==> config.mk <==
export PLATFORM = sky130hd
export DESIGN_NAME = tcce_cmd_queue
export DESIGN_NICKNAME = d
export VERILOG_FILES = /design/src/rtl/core/tcce_pkg.sv /design/src/rtl/core/tcce_cmd_queue.sv
export SDC_FILE = /design/constraint.sdc
export NUM_CORES = 1
export LEC_CHECK = 0
export ABC_AREA = 1
export ABC_CLOCK_PERIOD_IN_PS = 6120
export BUFFER_PORTS_ARGS = -buffer_cell sky130_fd_sc_hd__buf_2
export CORE_MARGIN = 1.5
export CORE_UTILIZATION = 50
export CTS_BUF_LIST = sky130_fd_sc_hd__clkbuf_4
export CTS_CLUSTER_SIZE = 10
export DETAILED_ROUTE_END_ITERATION = 6
export PLACE_DENSITY = 0.77
export SLEW_MARGIN = 0
export SYNTH_ARGS = -nofsm -noshare
export SYNTH_HDL_FRONTEND = slang
export SYNTH_SLANG_ARGS = --single-unit
==> constraint.sdc <==
create_clock -name clk -period 6.12 [get_ports clk]
set_input_delay 1.224 -clock clk [delete_from_list [all_inputs] [get_ports clk]]
set_output_delay 1.224 -clock clk [all_outputs]
set_load 0.02 [all_outputs]
==> src/rtl/core/tcce_pkg.sv <==
`timescale 1ns / 1ps

package tcce_pkg;

  // op codes of an input transaction
  localparam logic [1:0] OP_PUT   = 2'd0;
  localparam logic [1:0] OP_CLEAR = 2'd1;
  localparam logic [1:0] OP_READ  = 2'd2;

  // control bytes understood by a put
  localparam logic [7:0] CH_BACKSPACE = 8'h08;
  localparam logic [7:0] CH_TAB       = 8'h09;
  localparam logic [7:0] CH_LINE_FEED = 8'h0A;
  localparam logic [7:0] CH_RETURN    = 8'h0D;

  // grey on black space
  localparam logic [15:0] BLANK_CELL = 16'h0720;

  // command queue between front and back
  localparam int Q_DEPTH = 2;

  typedef struct packed {
    logic [1:0]  op;
    logic [7:0]  char_code;
    logic [3:0]  bg_colour;
    logic [3:0]  fg_colour;
    logic [10:0] cell_index;
  } in_item_t;

  typedef struct packed {
    logic [10:0] cursor_location;
    logic [15:0] read_data;
    logic        scrolled;
  } out_item_t;

  typedef enum logic [3:0] {
    CMD_PRINT,
    CMD_BACKSPACE,
    CMD_TAB,
    CMD_RETURN,
    CMD_LINE_FEED,
    CMD_CLEAR,
    CMD_READ,
    CMD_NONE
  } cmd_kind_t;

  typedef struct packed {
    cmd_kind_t   kind;
    logic [15:0] cell_word;
    logic [10:0] index;
  } cmd_t;

  typedef enum logic [1:0] {
    ST_IDLE,
    ST_SCROLL,
    ST_CLEAR,
    ST_RESULT
  } back_state_t;

endpackage

==> src/rtl/core/tcce_cmd_queue.sv <==
`timescale 1ns / 1ps

module tcce_cmd_queue import tcce_pkg::*; (
  input  logic clk,
  input  logic rst_n,
  input  cmd_t push_cmd_i,
  input  logic push_valid_i,
  output logic push_ready_o,
  output cmd_t pop_cmd_o,
  output logic pop_valid_o,
  input  logic pop_i
);

  localparam int PTR_W = (Q_DEPTH > 1) ? $clog2(Q_DEPTH) : 1;
  localparam int CNT_W = $clog2(Q_DEPTH + 1);

  cmd_t             q_r [Q_DEPTH];
  logic [PTR_W-1:0] wr_ptr_r, rd_ptr_r;
  logic [CNT_W-1:0] cnt_r;
  logic             do_push, do_pop;

  assign push_ready_o = cnt_r != CNT_W'(Q_DEPTH);
  assign pop_valid_o  = cnt_r != '0;
  assign do_push      = push_valid_i && push_ready_o;
  assign do_pop       = pop_i && pop_valid_o;
  assign pop_cmd_o    = q_r[rd_ptr_r];

  // pointers and fill count
  always_ff @(posedge clk) begin
    if (!rst_n) begin
      wr_ptr_r <= '0;
      rd_ptr_r <= '0;
      cnt_r    <= '0;
    end else begin
      if (do_push) begin
        wr_ptr_r <= (wr_ptr_r == PTR_W'(Q_DEPTH - 1)) ? '0 : wr_ptr_r + 1'b1;
      end
      if (do_pop) begin
        rd_ptr_r <= (rd_ptr_r == PTR_W'(Q_DEPTH - 1)) ? '0 : rd_ptr_r + 1'b1;
      end
      if (do_push && !do_pop) begin
        cnt_r <= cnt_r + 1'b1;
      end else if (do_pop && !do_push) begin
        cnt_r <= cnt_r - 1'b1;
      end
    end
  end

  always_ff @(posedge clk) begin
    if (do_push) begin
      q_r[wr_ptr_r] <= push_cmd_i;
    end
  end

endmodule

---- Word-level counts from Yosys, hierarchy flattened ----
Memories as Yosys holds them, arrays and structs flattened. A register that Yosys moved wholly into a read port is not among the register bits.
Cells that the tools add are included.
word-level totals
  input port bits ......................... 35
  logic and storage cells ................. 25
  output and inout port bits .............. 33
  flip-flop bits (word level) ............. 4
  memories ................................ 1
  bits in writable memories ............... 62
memories
  memory  depth  bits a word  read ports  clocked after memory_dff  write ports  line                  source
  q_r     2      31           1           1                         1            tcce_cmd_queue.sv:17  cmd_t q_r [Q_DEPTH];
operators by class
  muxes and demuxes ....................... 8
  reduce and logical (&&, ||, !) cells .... 8
  $add $sub $neg .......................... 4
  equality and inequality tests ........... 1
operators with widths
  cell                                                                number
  1-bit 2-to-1 mux                                                    6
  1-bit logical AND                                                   4
  2-bit 2-to-1 mux                                                    2
  2-bit nonzero test                                                  2
  1-bit adder, second input constant                                  2
  2-bit by 1-bit adder with 2-bit output, second input constant       1
  1-bit logical NOT                                                   2
  2-bit != test, second input constant                                1
  2-bit by 1-bit subtractor with 2-bit output, second input constant  1

---- Depth between registers and ports, before layout ----
Gate-level depths: netlist of run 1.
  depth in word-level cells ............... 6
  gate-level depth with buffers ........... 11

---- Worst setup path after synthesis of run 1 ----
Ideal clock, no wire load.
  kind .................................... in2reg
  start ................................... input port push_valid_i
  end ..................................... memory q_r[0][0] in the netlist's numbering, enable pin
  stages .................................. 2
  arrival time ............................ 2.629 ns
  path slack .............................. 3.072 ns
  data required time ...................... 5.701 ns
  buffers on the path ..................... 0
  library setup time ...................... 0.419 ns
  path through ............................ nand2_1 nor2_1
between the ends
  cells in the longest elaborated chain, start to end .. 3
ends and longest elaborated chain
  element                                 line                  source
  from (decl)                             tcce_cmd_queue.sv:7   input logic push_valid_i,
  1-bit logical AND                       tcce_cmd_queue.sv:24  assign do_push = push_valid_i && push_ready_o;
  1-bit 2-to-1 mux                        tcce_cmd_queue.sv:50  if (do_push) begin
  1-bit 2-to-1 mux (implied by the code)  tcce_cmd_queue.sv:51  q_r[wr_ptr_r] <= push_cmd_i;
  to (decl)                               tcce_cmd_queue.sv:17
No other way between the ends.

==> results.yml, run 1 <==
timing:
  rsz0062_at_grt: "no"
  maxSlewViolCount: 0
  hold_viol_final: 0
  max_freq_mhz: 327
  slew_headroom_pct: 40.4
  period_needed_ps: 3060
  tightestPinTransition_ps: 891
  finalCritPeriodShare_pct: 50.0
  setup_viol: 0
  fin_setup_tns_ps: 0
  whs_ps: 518
  worst_clock_skew_ps: 8.32
clock_tree:
  post_cts_resized: 0
  hold_buffers: 0
  max-clock-path-buffers: 2
  cts_sinks: 67
  cts_tree: "built"
  htreeDepth: 3
  clk_pin_slew_ps: 100
  post-cts-setup-buffer-count: 0
  clk_latency_ps: 390
  cts_root_buf: "clkbuf_4"
  numCtsBuffers: 9
floorplanning:
  fp-row-count: 25
  fp.dieArea_um2: 5410
  core-area_um2: 4750
  ioPinCount: 68
  die_w_um: 73.5
  die_h_um: 73.5
  initial_core_util_pct: 52.3
critical_path:
  crit_required_ps: 4900
  cpMaxStageDelayCell: "dfxtp_1"
  crit_arrival_ps: 1840
  critPathLaunchType: "register"
  path_max_fanout: 24
  path_class: "reg2out"
  crit_path_end_kind: "primary output"
  max_stage_delay_ps: 510
  path_cells: "buf_4 -> mux2_2 -> buf_2"
routing:
  ant_nets: 0
  drt-wirelength-per-cell_um: 14.3
  wirelength_um: 4020
  vias: 1325
  drt_iter0_drc: 81
  first_pass_iters: 4
  via_per_inst: 4.72
  post-route-drc-count: 0
power:
  p_leak_nw: 1.17
  swShare_pct: 31.9
  switching_power_uw: 392
  p_int_uw: 839
  combPwrFrac_pct: 27.7
  pwr-share-seq_pct: 49.2
  peakVddDrop_mv: 0.262
  p_per_area_nw_per_um2: 405
  p_clk_share_pct: 23.1
synthesis:
  yosysWarnings: 0
  ys_seq_area_share_pct: 78.9
  ys_ff_latch: 67
  synth_cells: 133
  postSynthAreaPerCell_um2: 18.7
  yosysUniqueCellTypes: 15
  syn-cell-area_um2: 2490
  syn_nets: 169
cells_and_area:
  fillCellCount: 357
  syn_to_final_growth_pct: 22.2
  final_common_cell: "buf_2"
  final_util_pct: 63.9
  layout_common_cells: "67 x buf_2, 62 x edfxtp_1, 31 x mux2_2"
  drive_gt1_share_pct: 55.6
  fin_nets: 245
  diodes: 0
placement:
  port_buffers: 67
  dp_hpwl_um: 2710
  gp_congestion: 0.712
grt:
  gr-usage-all-layers_pct: 16.1
  grt_pass1_vias: 1257
  grt_pass1_wl_um: 5980
  grt_max_degree: 32
  antenna_found_initial: 0
  grt_overflow: 0
worst_hold_path:
  holdCritPathClass: "reg2reg"
flow_run:
  maxCapViolCount: 0
outcome:
  status: "complete, no violations"
[logic make-up (layout without fill, tap and decap cells)]
family                     Yosys count  count (layout)  share of synthesized area (%)
DFF                                 67              67                           78.9
muxes                               31              31                           14.0
and+or+nand+nor                     19              19                           3.12
buffers and inverters               11              92                           2.57
AOI/OAI and AO/OA                    4               4                          0.905
adders and majority gates            1               1                          0.503
[power by group through the flow]
| stage | registers (mW) | clock network, mW | logic [mW] |
|---|---|---|---|
| 2_1_floorplan | 0.608 | 0 | 0.252 |
| 3_3_place_gp | 0.615 | 0 | 0.338 |
| 3_5_place_dp | 0.617 | 0 | 0.342 |
| 4_1_cts | 0.606 | 0.294 | 0.344 |
| 5_1_grt | 0.613 | 0.314 | 0.368 |
| 6_report | 0.605 | 0.285 | 0.341 |
[metrics by stage]
step	cell area [µm²]	total power, mW	instances	setup slack [ps]
finish	3040	1.23	281	3060
global route	3040	1.30	281	2900
CTS	3040	1.24	281	3010
detailed placement	2900	0.959	265	3460
global placement	2900	0.953	265	3470
floorplan	2490	0.860	133	3070
[critical path: cells and delay by family, from the launching register on]
family	cells	cell delay [ps]
buffers and inverters	2	540
flip-flops	1	510
multiplexers	1	390
[worst paths after layout]
check / cells past startpoint / start / slack [ps] / end
worst max register to register: 4 / cnt_r[0]$_SDFFE_PN0P_ / 4340 / q_r[0][19]$_DFFE_PP_
worst min register to register: 2 / rd_ptr_r$_SDFFE_PN0P_ / 520 / rd_ptr_r$_SDFFE_PN0P_
worst max-delay path: 3 / register / 3060 / pop_cmd_o[7]
worst min-delay path: 2 / rd_ptr_r$_SDFFE_PN0P_ / 520 / rd_ptr_r$_SDFFE_PN0P_
[Yosys cell counts]
| cell type | number | area (µm²) |
|---|---|---|
| edfxtp_1 | 62 | 1860 |
| mux2_2 | 31 | 349 |
| nand2_1 | 8 | 30.0 |
| nor2_1 | 8 | 30.0 |
| inv_1 | 7 | 26.3 |
| dfxtp_1 | 5 | 100 |
| buf_6 | 3 | 33.8 |
| o21ai_0 | 2 | 10.0 |
| a21oi_1 | 1 | 5.00 |
| ha_1 | 1 | 12.5 |
| inv_2 | 1 | 3.75 |
| nand2_2 | 1 | 6.26 |
| nand3_1 | 1 | 5.00 |
| nand4_1 | 1 | 6.26 |
| o21a_1 | 1 | 7.51 |
[flip-flops by register name (all words and copies together) (netlist names), named ones only]
| name | count |
|---|---|
| q_r | 62 |
| cnt_r | 2 |
| rd_ptr_r | 1 |
| wr_ptr_r | 1 |
[routing by layer]
layer | routed length, µm | track usage (%) | vias up
met3 | 224 | 6.17 | 4
met1 | 1760 | 19.9 | 624
met4 | 55 | 8.02 | 0
met2 | 1980 | 24.7 | 42
li1 | - | - | 655
met5 | 0 | 0 | -
[cell type report]
type / instances / area, µm² / area share, %
inverters: 8 / 30.0 / 0.988
clock buffers: 9 / 67.6 / 2.22
multi-input cells: 55 / 477 / 15.7
flip-flops and latches: 67 / 1960 / 64.5
clock inverters: 7 / 77.6 / 2.55
repair buffers: 68 / 343 / 11.3
well taps: 67 / 83.8 / 2.76
No activity file was read; power rests on OpenSTA's default activity.
==> run 2: changes to the inputs <==
- ABC_CLOCK_PERIOD_IN_PS: 6120 -> 3130
- clock period: 6.12 -> 3.13 ns (I/O delays scaled with it)
==> results.yml, run 2 (synthesized netlist as in run 1, its figures left out) <==
outcome:
  status: "complete, no violations"
timing:
  fin_setup_tns_ps: 0
  maxSlewViolCount: 0
  rsz0062_at_grt: "no"
  whs_ps: 417
  slew_headroom_pct: 41.1
  tightestPinTransition_ps: 881
  worst_clock_skew_ps: 7.75
  max_freq_mhz: 406
  hold_viol_final: 0
  setup_viol: 0
  finalCritPeriodShare_pct: 78.6
  period_needed_ps: 2460
clock_tree:
  post_cts_resized: 0
  clk_pin_slew_ps: 110
  numCtsBuffers: 9
  cts_tree: "built"
  post-cts-setup-buffer-count: 0
  max-clock-path-buffers: 2
  cts_root_buf: "clkbuf_4"
  clk_latency_ps: 390
  htreeDepth: 3
  hold_buffers: 0
  cts_sinks: 67
cells_and_area:
  multi_input_comb_area_um2: 477
  regArea_um2: 1960
  syn_to_final_growth_pct: 21.5
  top_regs: "q_r (62), cnt_r (2)"
  largest_reg_flops: 62
  drive_gt1_share_pct: 54.2
  final_common_cell: "buf_2"
  fin_nets: 245
  largest_register: "q_r"
  fillCellCount: 384
  layout_common_cells: "67 x buf_2, 62 x edfxtp_1, 31 x mux2_2"
  diodes: 0
  final_cells: 281
grt:
  grt_overflow: 0
  antenna_found_initial: 0
  grt_max_degree: 32
  gr-usage-all-layers_pct: 16.0
  grt_pass1_wl_um: 5960
  grt_pass1_vias: 1268
critical_path:
  path_class: "reg2out"
  path_max_fanout: 24
  max_stage_delay_ps: 520
  path_cells: "buf_4 -> mux2_2 -> buf_2"
  crit_required_ps: 2500
  crit_path_end_kind: "primary output"
  critPathLaunchType: "register"
  cpMaxStageDelayCell: "dfxtp_1"
  crit_arrival_ps: 1840
floorplanning:
  die_w_um: 73.5
  fp-row-count: 25
  core-area_um2: 4750
  die_h_um: 73.5
  ioPinCount: 68
  fp.dieArea_um2: 5410
  initial_core_util_pct: 52.3
placement:
  gp_congestion: 0.712
  dp_hpwl_um: 2730
  dp_cells: 265
  port_buffers: 67
routing:
  wirelength_um: 4110
  drt_iter0_drc: 70
  post-route-drc-count: 0
  ant_nets: 0
  drt-wirelength-per-cell_um: 14.6
  via_per_inst: 4.77
  first_pass_iters: 4
  vias: 1340
power:
  p_per_area_nw_per_um2: 784
  p_leak_nw: 1.16
  peakVddDrop_mv: 0.419
  finalPower_mw: 2.37
flow_run:
  maxCapViolCount: 0
worst_hold_path:
  holdCritPathClass: "in2reg"
## run 2: layout make-up
class / instances / share of cell area (%)
Tap cell: 67 / 2.77
Inverter: 8 / 0.994
Sequential cell: 67 / 64.9
Timing Repair Buffer: 68 / 11.3
Clock buffer: 9 / 2.24
Clock inverter: 7 / 1.95
Multi-Input combinational cell: 55 / 15.8
## run 2: worst max-delay path, delay by kind of cell, from the launching register on
family / cells / cell delay (ps)
muxes: 1 / 390
DFF: 1 / 520
buffers and inverters: 2 / 540
## run 2: where the power goes
group          leakage [nW]  total [mW]  switching, mW  internal [mW]
combinational         0.470       0.661          0.403          0.257
sequential            0.620        1.18         0.0509           1.13
clock                0.0682       0.522          0.289          0.233
## run 2: final timing paths
| check | startpoint | endpoint | slack, ps | depth (start not counted) |
|---|---|---|---|---|
| hold reg to reg | cnt_r[0]$_SDFFE_PN0P_ | cnt_r[0]$_SDFFE_PN0P_ | 530 | 2 |
| hold / removal | push_cmd_i[0] | q_r[0][0]$_DFFE_PP_ | 420 | 1 |
| setup / recovery | register | pop_cmd_o[7] | 670 | 3 |
| setup reg to reg | cnt_r[0]$_SDFFE_PN0P_ | q_r[0][19]$_DFFE_PP_ | 1380 | 4 |
## run 2: per-layer routing
layer  global-route usage [%]  vias up  share of wire, %
li1                         -      655                 -
met1                     19.7      637                43
met2                     24.8       42                50
met3                     4.53        6               5.3
met4                     10.5        0               1.8
met5                        0        -                 0
## run 2: metrics by stage
stage          area [µm²]  utilization, %  setup WS (ps)
2_1_floorplan        2490               -            680
3_3_place_gp         2900            60.9           1080
3_5_place_dp         2900            60.9           1060
4_1_cts              3020            63.6            618
5_1_grt              3020            63.6            543
6_report             3020            63.6            668
==> run 3: changes to the inputs <==
- ABC_AREA: 1 -> 0
- ABC_CLOCK_PERIOD_IN_PS: 3130 -> 2420
- clock period: 3.13 -> 2.42 ns (I/O delays scaled with it)
==> results.yml, run 3 <==
cells_and_area:
  final_common_cell: "buf_2"
  largest_reg_flops: 62
  syn_to_final_growth_pct: 23.2
  largest_register: "q_r"
  diodes: 0
  fillCellCount: 379
  drive_gt1_share_pct: 58.0
  top_regs: "q_r (62), cnt_r (2)"
  final_cells: 272
  layout_common_cells: "67 x buf_2, 62 x edfxtp_1, 31 x mux2_2"
  fin_nets: 236
  final_util_pct: 64.0
  final_cell_area_um2: 3040
clock_tree:
  numCtsBuffers: 9
  max-clock-path-buffers: 2
  hold_buffers: 0
  htreeDepth: 3
  post_cts_resized: 0
  post-cts-setup-buffer-count: 0
  cts_tree: "built"
  cts_sinks: 67
  clk_pin_slew_ps: 100
  cts_root_buf: "clkbuf_4"
  clk_latency_ps: 390
power:
  p_leak_nw: 1.16
  switching_power_uw: 960
  peakVddDrop_mv: 0.553
  swShare_pct: 30.4
  p_int_mw: 2.20
  pwr-share-seq_pct: 47.7
  p_per_area_nw_per_um2: 1040
  finalPower_mw: 3.16
  p_clk_share_pct: 22.0
  combPwrFrac_pct: 30.4
grt:
  grt_max_degree: 32
  grt_pass1_vias: 1461
  grt_overflow: 0
  grt_pass1_wl_um: 6790
  gr-usage-all-layers_pct: 18.0
  antenna_found_initial: 0
floorplanning:
  initial_core_util_pct: 51.9
  fp-row-count: 25
  die_w_um: 73.3
  core-area_um2: 4750
  die_h_um: 73.3
  fp.dieArea_um2: 5370
  ioPinCount: 68
placement:
  gp_congestion: 0.786
  dp_hpwl_um: 3100
  port_buffers: 67
  dpl_cell_area_um2: 2910
  dp_slack_ps: 694
  dp_cells: 256
timing:
  fin_setup_tns_ps: 0
  worst_clock_skew_ps: 11.5
  period_needed_ps: 2040
  finalCritPeriodShare_pct: 84.4
  rsz0062_at_grt: "no"
  setup_slack_ps: 378
  whs_ps: 281
  slew_headroom_pct: 65.2
  maxSlewViolCount: 0
  max_freq_mhz: 490
  setup_viol: 0
  hold_viol_final: 0
  tightestPinTransition_ps: 522
routing:
  first_pass_iters: 4
  via_per_inst: 4.89
  vias: 1331
  drt_iter0_drc: 83
  wirelength_um: 4470
  drt-wirelength-per-cell_um: 16.4
  ant_nets: 0
  post-route-drc-count: 0
synthesis:
  yosysUniqueCellTypes: 19
  synth_top_area_cell: "edfxtp_1"
  synth_ff_type: "edfxtp_1"
  ys_ff_latch: 67
  ys_seq_area_share_pct: 79.5
  synth_area_leaders: "edfxtp_1 75%, mux2_2 14%, dfxtp_1 4.1%"
  yosysMostFrequentCell: "edfxtp_1"
  synth_edf_count: 62
  syn-cell-area_um2: 2470
  synth_common_cells: "62 x edfxtp_1, 31 x mux2_2, 5 x dfxtp_1"
  yosysTopAreaCellShare_pct: 75.4
  async_flop_share_pct: 0
  syn_nets: 156
  postSynthAreaPerCell_um2: 20.6
  synth_cells: 120
  yosysWarnings: 0
critical_path:
  path_class: "reg2out"
  critPathLaunchType: "register"
  crit_required_ps: 1940
  path_max_fanout: 20
  crit_path_end_kind: "primary output"
  crit_arrival_ps: 1560
worst_hold_path:
  holdCritPathClass: "in2reg"
flow_run:
  maxCapViolCount: 0
outcome:
  status: "complete, no violations"
## run 3: layer usage
metal	global-route usage, %	up-vias	share of wire (%)
met2	32.6	42	52
met1	19.1	652	40
met3	4.39	11	5.1
met4	9.43	0	2.2
li1	-	626	-
met5	0	-	0
## run 3: final cells by class
| class | count | area [µm²] | share of cell area, % |
|---|---|---|---|
| Timing Repair Buffer | 72 | 373 | 12.3 |
| Clock buffer | 12 | 90.1 | 2.96 |
| Sequential cell | 67 | 1960 | 64.5 |
| Multi-Input combinational cell | 49 | 488 | 16.0 |
| Inverter | 1 | 3.75 | 0.123 |
| Clock inverter | 4 | 41.3 | 1.36 |
| Tap cell | 67 | 83.8 | 2.76 |
## run 3: power groups by stage
stage / Clock [mW] / Sequential (mW) / Combinational (mW)
5_1_grt: 0.752 / 1.52 / 1.03
6_report: 0.693 / 1.51 / 0.959
3_5_place_dp: 0 / 1.54 / 0.968
3_3_place_gp: 0 / 1.52 / 0.938
2_1_floorplan: 0 / 1.52 / 0.670
4_1_cts: 0.709 / 1.51 / 0.972
## run 3: cells by family (layout without fill, tap and decap cells)
logic type | after synthesis | count (layout) | synth area share (%)
XOR/XNOR | 3 | 3 | 1.06
buffers and inverters | 4 | 89 | 0.760
AO/OA/AOI/OAI | 5 | 5 | 1.42
flip-flops | 67 | 67 | 79.5
multiplexers | 31 | 31 | 14.1
AND/OR/NAND/NOR | 9 | 9 | 2.64
adder cells (fa/ha/maj) | 1 | 1 | 0.507
## run 3: critical path, cell delays in order, from the launching register on
cell and delay (ps):
dfxtp_1 350, buf_4 280, mux2_2 380, buf_2 170
## run 3: final timing paths
check             slack [ps]  cells after the start                  start                     to
hold / removal           280                      1         push_cmd_i[11]   q_r[1][11]$_DFFE_PP_
hold reg to reg          570                      2  cnt_r[1]$_SDFFE_PN0P_  cnt_r[1]$_SDFFE_PN0P_
setup reg to reg         700                      4  cnt_r[0]$_SDFFE_PN0P_   q_r[0][16]$_DFFE_PP_
setup / recovery         380                      3               register          pop_cmd_o[18]
